==> src/hdl/ppmd_pkg.sv <==
package ppmd_pkg;

    // number of radio channels held per frame
    localparam int CHANNELS = 8;
    localparam int IDX_W    = $clog2(CHANNELS);
    localparam int CNT_W    = $clog2(CHANNELS + 1);

    localparam int DATA_W   = 16;
    localparam int CH_W     = 3;
    localparam int VALUE_W  = 15;
    localparam int CFG_IDX_W = 2;

    localparam logic [DATA_W-1:0]  RAW_RESET  = 16'd2400;
    localparam logic [DATA_W-1:0]  NO_CHANGE  = 16'hFFFF;
    localparam logic [VALUE_W-1:0] VALUE_MAX  = 15'h7FFF;

    localparam logic [DATA_W-1:0] MIN_PULSE_RESET = 16'd900;
    localparam logic [DATA_W-1:0] MAX_PULSE_RESET = 16'd2100;
    localparam logic [DATA_W-1:0] SYNC_RESET      = 16'd8000;
    localparam logic [DATA_W-1:0] TIMER_TOP_RESET = 16'd40000;

    typedef enum logic [1:0] {
        KIND_CAPTURE = 2'd0,
        KIND_READ    = 2'd1,
        KIND_SET     = 2'd2,
        KIND_CLEAR   = 2'd3
    } kind_t;

    typedef enum logic [CFG_IDX_W-1:0] {
        REG_MIN_PULSE = 2'd0,
        REG_MAX_PULSE = 2'd1,
        REG_SYNC      = 2'd2,
        REG_TIMER_TOP = 2'd3
    } cfg_idx_t;

    typedef struct packed {
        logic [DATA_W-1:0] min_pulse_us;
        logic [DATA_W-1:0] max_pulse_us;
        logic [DATA_W-1:0] sync_threshold;
        logic [DATA_W-1:0] timer_top;
    } cfg_t;

    typedef struct packed {
        logic [VALUE_W-1:0] value;
        logic               clear_ready;
    } rd_res_t;

endpackage

==> src/hdl/ppmd_read_path.sv <==
module ppmd_read_path (
    input  ppmd_pkg::cfg_t                  cfg,
    input  logic [ppmd_pkg::DATA_W-1:0]     raw_width,
    input  logic [ppmd_pkg::DATA_W-1:0]     ovr_entry,
    output ppmd_pkg::rd_res_t               res
);

    logic [ppmd_pkg::DATA_W-1:0] half;
    logic [ppmd_pkg::DATA_W-1:0] clamped;

    assign half = {1'b0, raw_width[ppmd_pkg::DATA_W-1:1]};

    // when the bounds cross, widths below the lower bound take it and all others take the upper bound
    always_comb
    begin
        if (half < cfg.min_pulse_us)
        begin
            clamped = cfg.min_pulse_us;
        end
        else if (half > cfg.max_pulse_us)
        begin
            clamped = cfg.max_pulse_us;
        end
        else
        begin
            clamped = half;
        end
    end

    always_comb
    begin
        if (ovr_entry != '0)
        begin
            // negative override reads as zero
            res.value       = ovr_entry[ppmd_pkg::DATA_W-1] ? '0
                                : ovr_entry[ppmd_pkg::VALUE_W-1:0];
            res.clear_ready = 1'b0;
        end
        else
        begin
            res.value       = clamped[ppmd_pkg::DATA_W-1] ? ppmd_pkg::VALUE_MAX
                                : clamped[ppmd_pkg::VALUE_W-1:0];
            res.clear_ready = 1'b1;
        end
    end

endmodule

==> src/hdl/ppm_radio_channel_decoder_core.sv <==
// ppm radio channel decoder: takes capture timestamps, channel reads, override
// writes and override clears as input words and returns exactly one result word
// per input word. an accepted word sits in an input register while the capture,
// read and override logic works on it, then its result goes to the output
// register and is held there until the consumer takes it. one word is taken
// every clock while the output side takes results; the rate is set by that
// single stage between the input and result registers. while a finished
// result waits for the consumer the input register still takes one more
// word, after which in_ready drops until the result is taken. the
// configuration port writes one register per enabled edge (min/max pulse
// clamp, sync threshold or timer top, chosen by cfg_index), and should only
// be used while no word is in flight.
module ppm_radio_channel_decoder_core (
    input  logic                                 clk,
    input  logic                                 rst_n,

    input  logic                                 cfg_we,
    input  logic [ppmd_pkg::CFG_IDX_W-1:0]       cfg_index,
    input  logic [ppmd_pkg::DATA_W-1:0]          cfg_data,

    input  logic                                 in_valid,
    output logic                                 in_ready,
    input  logic [1:0]                           kind,
    input  logic [ppmd_pkg::DATA_W-1:0]          capture_time,
    input  logic [ppmd_pkg::CH_W-1:0]            channel,
    input  logic signed [ppmd_pkg::DATA_W-1:0]   override_value,

    output logic                                 out_valid,
    input  logic                                 out_ready,
    output logic [ppmd_pkg::VALUE_W-1:0]         channel_value,
    output logic                                 frame_ready,
    output logic                                 override_active
);

    // configuration registers
    ppmd_pkg::cfg_t cfg_reg;

    // input stage
    logic                             s1_valid_reg;
    ppmd_pkg::kind_t                  s1_kind_reg;
    logic [ppmd_pkg::DATA_W-1:0]      s1_cap_reg;
    logic [ppmd_pkg::CH_W-1:0]        s1_ch_reg;
    logic [ppmd_pkg::DATA_W-1:0]      s1_ov_reg;
    logic                             s1_fire;

    // decoder state
    logic [ppmd_pkg::DATA_W-1:0]      last_capture_reg, last_capture_next;
    logic [ppmd_pkg::CNT_W-1:0]       next_channel_reg, next_channel_next;
    logic [ppmd_pkg::DATA_W-1:0]      raw_reg  [ppmd_pkg::CHANNELS];
    logic [ppmd_pkg::DATA_W-1:0]      raw_next [ppmd_pkg::CHANNELS];
    logic [ppmd_pkg::DATA_W-1:0]      ovr_reg  [ppmd_pkg::CHANNELS];
    logic [ppmd_pkg::DATA_W-1:0]      ovr_next [ppmd_pkg::CHANNELS];
    logic                             ready_flag_reg, ready_flag_next;

    // result stage
    logic                             out_valid_reg;
    logic [ppmd_pkg::VALUE_W-1:0]     value_reg, value_next;
    logic                             frame_ready_reg;
    logic                             ovr_active_reg, ovr_active_next;

    // per-word working signals
    logic [ppmd_pkg::DATA_W-1:0]      delta;
    logic [ppmd_pkg::DATA_W-1:0]      width;
    logic                             ch_ok;
    logic [ppmd_pkg::IDX_W-1:0]       ch_idx;
    ppmd_pkg::rd_res_t                rd_res;

    // result register frees up when empty or being taken
    assign s1_fire  = s1_valid_reg && (!out_valid_reg || out_ready);
    assign in_ready = !s1_valid_reg || s1_fire;

    assign out_valid       = out_valid_reg;
    assign channel_value   = value_reg;
    assign frame_ready     = frame_ready_reg;
    assign override_active = ovr_active_reg;

    // config write port
    always_ff @(posedge clk or negedge rst_n)
    begin
        if (!rst_n)
        begin
            cfg_reg.min_pulse_us   <= ppmd_pkg::MIN_PULSE_RESET;
            cfg_reg.max_pulse_us   <= ppmd_pkg::MAX_PULSE_RESET;
            cfg_reg.sync_threshold <= ppmd_pkg::SYNC_RESET;
            cfg_reg.timer_top      <= ppmd_pkg::TIMER_TOP_RESET;
        end
        else if (cfg_we)
        begin
            unique case (ppmd_pkg::cfg_idx_t'(cfg_index))
                ppmd_pkg::REG_MIN_PULSE: cfg_reg.min_pulse_us   <= cfg_data;
                ppmd_pkg::REG_MAX_PULSE: cfg_reg.max_pulse_us   <= cfg_data;
                ppmd_pkg::REG_SYNC:      cfg_reg.sync_threshold <= cfg_data;
                ppmd_pkg::REG_TIMER_TOP: cfg_reg.timer_top      <= cfg_data;
                default: ;
            endcase
        end
    end

    // input register
    always_ff @(posedge clk or negedge rst_n)
    begin
        if (!rst_n)
        begin
            s1_valid_reg <= 1'b0;
        end
        else if (in_valid && in_ready)
        begin
            s1_valid_reg <= 1'b1;
        end
        else if (s1_fire)
        begin
            s1_valid_reg <= 1'b0;
        end
    end

    always_ff @(posedge clk)
    begin
        if (in_valid && in_ready)
        begin
            s1_kind_reg <= ppmd_pkg::kind_t'(kind);
            s1_cap_reg  <= capture_time;
            s1_ch_reg   <= channel;
            s1_ov_reg   <= override_value;
        end
    end

    // width since last capture, corrected for the timer wrapping at its top
    assign delta = s1_cap_reg - last_capture_reg;
    assign width = (s1_cap_reg < last_capture_reg) ? (delta + cfg_reg.timer_top) : delta;

    assign ch_ok  = {1'b0, s1_ch_reg} < (ppmd_pkg::CH_W + 1)'(ppmd_pkg::CHANNELS);
    assign ch_idx = s1_ch_reg[ppmd_pkg::IDX_W-1:0];

    ppmd_read_path u_read_path (
        .cfg       (cfg_reg),
        .raw_width (raw_reg[ch_idx]),
        .ovr_entry (ovr_reg[ch_idx]),
        .res       (rd_res)
    );

    always_comb
    begin
        last_capture_next = last_capture_reg;
        next_channel_next = next_channel_reg;
        ready_flag_next   = ready_flag_reg;
        value_next        = '0;
        raw_next          = raw_reg;
        ovr_next          = ovr_reg;

        unique case (s1_kind_reg)
            ppmd_pkg::KIND_CAPTURE:
            begin
                last_capture_next = s1_cap_reg;
                if (width > cfg_reg.sync_threshold)
                begin
                    // frame sync gap
                    next_channel_next = '0;
                end
                else if (next_channel_reg < ppmd_pkg::CNT_W'(ppmd_pkg::CHANNELS))
                begin
                    raw_next[next_channel_reg[ppmd_pkg::IDX_W-1:0]] = width;
                    next_channel_next = next_channel_reg + 1'b1;
                    if (next_channel_next >= ppmd_pkg::CNT_W'(ppmd_pkg::CHANNELS))
                    begin
                        ready_flag_next = 1'b1;
                    end
                end
                // excess pulses after a full frame are dropped until sync
            end
            ppmd_pkg::KIND_READ:
            begin
                if (ch_ok)
                begin
                    value_next = rd_res.value;
                    if (rd_res.clear_ready)
                    begin
                        ready_flag_next = 1'b0;
                    end
                end
            end
            ppmd_pkg::KIND_SET:
            begin
                if (ch_ok && s1_ov_reg != ppmd_pkg::NO_CHANGE)
                begin
                    ovr_next[ch_idx] = s1_ov_reg;
                end
                ready_flag_next = 1'b1;
            end
            ppmd_pkg::KIND_CLEAR:
            begin
                for (int i = 0; i < ppmd_pkg::CHANNELS; i++)
                begin
                    ovr_next[i] = '0;
                end
            end
            default: ;
        endcase
    end

    // any override still set after this word
    always_comb
    begin
        ovr_active_next = 1'b0;
        for (int i = 0; i < ppmd_pkg::CHANNELS; i++)
        begin
            ovr_active_next = ovr_active_next | (ovr_next[i] != '0);
        end
    end

    // decoder state, updated as a word leaves the input stage
    always_ff @(posedge clk or negedge rst_n)
    begin
        if (!rst_n)
        begin
            last_capture_reg <= '0;
            next_channel_reg <= '0;
            ready_flag_reg   <= 1'b0;
            for (int i = 0; i < ppmd_pkg::CHANNELS; i++)
            begin
                raw_reg[i] <= ppmd_pkg::RAW_RESET;
                ovr_reg[i] <= '0;
            end
        end
        else if (s1_fire)
        begin
            last_capture_reg <= last_capture_next;
            next_channel_reg <= next_channel_next;
            ready_flag_reg   <= ready_flag_next;
            raw_reg          <= raw_next;
            ovr_reg          <= ovr_next;
        end
    end

    // result register
    always_ff @(posedge clk or negedge rst_n)
    begin
        if (!rst_n)
        begin
            out_valid_reg <= 1'b0;
        end
        else if (s1_fire)
        begin
            out_valid_reg <= 1'b1;
        end
        else if (out_ready)
        begin
            out_valid_reg <= 1'b0;
        end
    end

    always_ff @(posedge clk)
    begin
        if (s1_fire)
        begin
            value_reg       <= value_next;
            frame_ready_reg <= ready_flag_next;
            ovr_active_reg  <= ovr_active_next;
        end
    end

    // channel counter never runs past a full frame
    a_count_range: assert property (@(posedge clk) disable iff (!rst_n)
        next_channel_reg <= ppmd_pkg::CNT_W'(ppmd_pkg::CHANNELS))
        else $error("channel counter out of range");

    // stalling the input implies both stages are full
    a_stall_full: assert property (@(posedge clk) disable iff (!rst_n)
        !in_ready |-> (s1_valid_reg && out_valid_reg && !out_ready))
        else $error("input stalled with a free stage");

    // reported flag tracks the state it came from
    a_flag_match: assert property (@(posedge clk) disable iff (!rst_n)
        s1_fire |=> (frame_ready == ready_flag_reg))
        else $error("frame_ready differs from held flag");

    // a clear leaves no override behind
    a_clear_all: assert property (@(posedge clk) disable iff (!rst_n)
        (s1_fire && s1_kind_reg == ppmd_pkg::KIND_CLEAR) |=> !override_active)
        else $error("override still active after clear");

    // words other than reads return zero
    a_zero_value: assert property (@(posedge clk) disable iff (!rst_n)
        (s1_fire && s1_kind_reg != ppmd_pkg::KIND_READ) |=> (channel_value == '0))
        else $error("non-read word returned a value");

endmodule

==> config.mk <==
export PLATFORM = sky130hd
export DESIGN_NAME = ppm_radio_channel_decoder_core
export DESIGN_NICKNAME = d
export VERILOG_FILES = /design/src/hdl/ppmd_pkg.sv /design/src/hdl/ppmd_read_path.sv /design/src/hdl/ppm_radio_channel_decoder_core.sv
export SDC_FILE = /design/constraint.sdc
export NUM_CORES = 1
export LEC_CHECK = 0
export ABC_AREA = 1
export BUFFER_PORTS_ARGS = -buffer_cell sky130_fd_sc_hd__buf_2
export CORE_ASPECT_RATIO = 1.5
export CORE_MARGIN = 1
export CORE_UTILIZATION = 30
export CTS_CLUSTER_DIAMETER = 120
export DETAILED_ROUTE_END_ITERATION = 12
export GPL_TIMING_DRIVEN = 0
export PLACE_DENSITY = 0.44
export SLEW_MARGIN = 20
export SYNTH_ARGS = -nofsm -noshare
export SYNTH_HDL_FRONTEND = slang
export SYNTH_SLANG_ARGS = --single-unit
==> constraint.sdc <==
create_clock -name clk -period 6.35 [get_ports clk]
set_input_delay 0.3175 -clock clk [delete_from_list [all_inputs] [get_ports clk]]
set_output_delay 0.3175 -clock clk [all_outputs]
set_load 0.03 [all_outputs]
==> results of run 1 <==
[worst reg2reg max path: cells and delay by family (launching register included)]
family	cells	cell delay, ns
buffers and inverters	4	0.96
AOI/OAI and AO/OA	6	0.90
and+or+nand+nor	15	2.05
adders and majority gates	4	1.17
xor gates and xnor gates	1	0.19
DFF	1	0.39
[layer usage]
layer	up-vias	GRT usage [%]
met5	-	0
met4	0	21.06
met3	345	4.087
met2	946	49.63
met1	11044	29.36
li1	11013	-
[kinds of logic (layout without fill, tap and decap cells)]
group	Yosys count	count (layout)	share of synthesized area (%)
simple gates	1462	1462	24.49
fa+ha+maj	81	81	4.412
flops	389	389	43.19
other cells	0	1	0
compound gates	837	837	19.14
xor+xnor	19	19	0.7138
buf+inv	485	694	8.056
[final cells by class]
cell class                 instances  area [sq um]  area share (%)
tap                             1008          1261           4.639
buffer                           164         691.9           2.545
multi-input combinational       2399         11480           42.21
clock inverter                    21         226.5          0.8329
inverter                         320          1201           4.418
clock buffer                      64          1313           4.827
antenna                            1         2.502        0.009203
timing repair buffer             125         948.4           3.488
sequential                       389         10070           37.03
[stage by stage]
step / util [%] / setup slack [ns] / setup TNS (ns) / std cells
final: 35.55 / 0.5228 / 0 / 4491
after global routing: 35.54 / 0.01351 / 0 / 4490
after detailed placement: 32.83 / -0.6452 / -50.20 / 4364
after global placement: 32.64 / -2.476 / -738.01 / 4359
after CTS: 35.45 / -0.03965 / -0.1773 / 4491
after floorplan: - / 1.272 / 0 / 3273
[what timing repair did]
item / in CTS / in global routing
resized for setup: 24 / 36
cloned: 0 / 0
setup buffers: 1 / 0
setup endpoints to repair: 118 / 118
pin swaps: 1 / 0
hold buffers: 41 / 0
hold endpoints to repair: 179 / 0
[layout by cell type, fill, tap and decap left out, types with 79 or more instances in the layout]
cell type / Yosys / layout
a21oi_1: 206 / 203
buf_2: 28 / 107
clkbuf_1: 126 / 126
dfrtp_1: 284 / 284
ha_1: 79 / 79
inv_1: 317 / 313
nand2_1: 1071 / 1058
nand3_1: 80 / 80
nor2_1: 263 / 261
o21ai_0: 501 / 498
[worst paths after layout]
path	startpoint	endpoint	slack [ns]
max in group asynchronous	rst_n	cfg_reg[55]	4.57
hold reg to reg	raw_reg[38]	raw_reg[38]	0.48
setup / recovery	s1_cap_reg[0]	next_channel_reg[3]	0.52
setup reg to reg	s1_cap_reg[0]	next_channel_reg[3]	0.52
hold / removal	cfg_data[0]	cfg_reg[16]	0.05
min in group asynchronous	rst_n	ovr_reg[55]	0.12
[where the power goes]
group,internal [uW],switching [uW],total (uW)
clock network,1640,1170,2810
logic,1400,3350,4760
registers,3180,385,3570
total,6230,4900,11100
==> metrics, run 1 <==
fraction of layout cells with a size suffix above 1 8.472%; CP most frequent cell nand2_1; CTS Root Cell clkbuf_16; Async S/R FF share, synth 86.12%; library cells used by synthesis 49; Worst EP arrival 6.26 ns; GR Overflow Total 0; Max Fclk 0.1716 GHz; total CTS buffers 46; clock-pin slew on the worst setup and hold paths 0.06 ns; total track usage 27.72%; first-pass GRT wire length 157,800 um; antenna violations before repair 0; family with the most delay on the worst path simple AND/OR/NAND/NOR gates; critical path depth 30; Iteration-0 DRC Markers 2,200; Syn-to-layout area delta 16.63%; DRT met1 WL 38,910 um; Final #Nets 3,586; Crit Path Class reg2reg; Rel. slew slack 21.84%; gate count of the mapped netlist 3,273; CTS tree built; Initial Util 30.48%; Final Setup Violations 0; worst ir drop on vdd 0.0003181 V; worst reg2reg path depth 30; Worst-Margin Slew 1.172 ns; I/O pin count 79; Num Clock Sinks 389; top cells by area, synth dfrtp_1, nand2_1, o21ai_0; Final Max Slew Viols 0; WP buf/inv 4; Ys Warns 0; GPL Wtd Cong 1.017; Clock Tree Buf Depth 3; min Tclk post-route 5.827 ns; die area 78,850 sq um; post-detail-place hpwl 81,440 um; Net Count, Synth 3,414; Yosys top cell area share 30.48%; Pwr per Cell Area 409.4 nW/um^2; Crit-path slowest cell clkbuf_1; slowest stage delay, CP 0.64 ns; core box area 76,490 sq um; Netlist Area Pre-Place 23,310 sq um; met3 routed WL 6384 um; DR top layer met4; Max Cap Viol 0; hold path depth 3; CP endpoint kind flop; Synth Flop Type dfrtp_1; syn avg cell area 7.123 sq um; Final Cycle Share 91.77%; status completed; routed wl met2 54,710 um; type of origin of the critical path flop; HP Class in2reg; Req. time, crit path 6.78 ns; Routed Wire Length 109,600 um; PortBufs 78; Die X 229.6 um; Power Total 11,130 uW; post-route ant nets 0; Yosys reg bits 389; Die H 343.4 um; most common cell in the synthesized netlist nand2_1; clock latency on the worst-skew pair 0.62 ns; Layout fillers 8,365; Rows 124; dpl cell area 25,110 sq um; RSZ-0062 raised after global routing no; via count 23,348; peak fanout along the critical path 10; DRC 0; max FFs per register 128; Final Hold Vio Count 0; Pre-Repair DR Iteration Count 6; post-synth top area cell dfrtp_1; register area share after synthesis 43.19%; vias in the first global route 22,816; largest net degree at the start of global routing 91; EDFF count, synth 54; Final Cell Area 27,190 sq um; wire per inst 24.41 um; CTS H-tree depth 2; leakage 0.01247 uW; Worst Skew 0.03001 ns; DR vias/cell 5.199; Hold Slack 0.04702 ns; top cells by count, synth nand2_1, o21ai_0, inv_1
Power figures use the tool's default switching activity.
==> run 2, diff against run 1 <==
clock period = 6.02 ns   (was 6.35 ns; I/O delays follow)
==> run 2 against run 1 <==
Against the previous run:
- routed wire length up 0.27%
- utilization up 0.27 points
- setup slack worse by 0.18 ns
- register-to-register slack worse by 0.18 ns
- clock skew up 0.0013 ns
- sequential share of layout area down 0.28 points
- critical endpoint is now raw_reg[18]
==> metrics, run 2 (same netlist as run 1, synthesis figures left out) <==
status completed; CP endpoint kind flop; I/O pin count 79; most frequent cells in the layout nand2_1, o21ai_0, inv_1; vias in the first global route 22,814; via count 23,339; type of origin of the critical path flop; Die H 343.4 um; Num Clock Sinks 389; slowest stage delay, CP 0.45 ns; die area 78,850 sq um; reg-to-reg setup timing slack 0.35 ns; leakage 0.01257 uW; peak fanout along the critical path 9; HP Class in2reg; antenna violations before repair 0; Max Cap Viol 0; Pwr per Cell Area 433.4 nW/um^2; Routed Wire Length 109,900 um; max FFs per register 128; total track usage 27.67%; post-route insts no fill 4,498; Power Total 11,870 uW; CTS Root Cell clkbuf_16; CTS H-tree depth 2; DRC 0; Crit Path Class reg2reg; min Tclk post-route 5.673 ns; wire per inst 24.43 um; largest net degree at the start of global routing 91; final worst slack 0.3475 ns; first-pass GRT wire length 157,500 um; Rel. slew slack 20.69%; worst ir drop on vdd 0.0003276 V; Worst EP arrival 6.15 ns; Placed Cells 4,364; post-route ant nets 0; PortBufs 78; Rows 124; DR vias/cell 5.189; clock latency on the worst-skew pair 0.62 ns; Final Cycle Share 94.23%; GPL Wtd Cong 1.017; total CTS buffers 46; post-detail-place hpwl 81,440 um; Iteration-0 DRC Markers 2,239; clock-pin slew on the worst setup and hold paths 0.06 ns; Final Hold Vio Count 0; Req. time, crit path 6.50 ns; Final Setup Violations 0; Final #Nets 3,592; TNS Setup 0 ns; Max Fclk 0.1763 GHz; Worst Skew 0.03133 ns; Crit-path slowest cell xnor2_1; pre-CTS setup slack -0.9752 ns; CP most frequent cell nand2_1; most common cell after layout, fill and taps aside nand2_1; Final Max Slew Viols 0; CTS tree built; Initial Util 30.48%; Syn-to-layout area delta 17.51%; Die X 229.6 um; GR Overflow Total 0; Clock Tree Buf Depth 3; Worst-Margin Slew 1.185 ns; core box area 76,490 sq um; fraction of layout cells with a size suffix above 1 8.945%; Pre-Repair DR Iteration Count 6
-- run 2: metrics by stage --
step	util, %	hold slack (ns)	area [sq um]
final	35.82	0.02884	27400
after CTS	35.50	0.006039	27150
after global routing	35.81	0.02425	27390
after detailed placement	32.83	0.1482	25110
after floorplan	-	0.005409	23310
after global placement	32.64	0.4623	24970
-- run 2: worst max-delay path, delay by kind of cell (launching register included) --
kind                       cells  cell delay, ns
DFF                            1            0.39
AOI/OAI and AO/OA              9            1.70
adders and majority gates      3            0.99
buffers and inverters          1            0.24
xor gates and xnor gates       1            0.45
and+or+nand+nor               15            1.76
-- run 2: final cells by class --
class	count	area, sq um
well taps	1008	1261
diodes	2	5.005
clock buffers	64	1313
flip-flops and latches	389	10070
repair buffers	132	1018
inverters	320	1211
multi-input cells	2399	11580
clock inverters	21	226.5
plain buffers	163	713.2
fillers	8347	49090
-- run 2: final timing paths --
path                          endpoint          start  cells after the start
setup / recovery           raw_reg[18]  s1_cap_reg[6]                     29
hold / removal             cfg_reg[16]    cfg_data[0]                      3
setup reg to reg           raw_reg[18]  s1_cap_reg[6]                     29
hold reg to reg            raw_reg[22]    raw_reg[22]                      2
max in group asynchronous  cfg_reg[36]          rst_n                      5
min in group asynchronous  ovr_reg[56]          rst_n                      2
-- run 2: where the power goes --
part	switching, uW	internal [uW]	total, uW
registers	408	3350	3760
clock network	1240	1730	2970
logic	3590	1550	5140
total	5240	6630	11900
-- run 2: per-layer routing --
layer | up-vias | routed length (um) | part of all wire, % | track usage (%)
met5 | - | 0 | 0 | 0
met3 | 345 | 6264 | 5.7 | 4.062
met1 | 11068 | 39360 | 36 | 29.33
met2 | 910 | 54780 | 50 | 49.52
met4 | 0 | 9506 | 8.6 | 21.03
li1 | 11016 | - | - | -
-- run 2: what timing repair did --
| item | CTS | global route |
|---|---|---|
| buffers inserted | 1 | 6 |
| endpoints found under the hold margin | 179 | 0 |
| setup endpoints to repair | 122 | 118 |
| cloned | 0 | 1 |
| resized for setup | 39 | 54 |
| pin swaps | 1 | 8 |
| hold buffers | 41 | 0 |
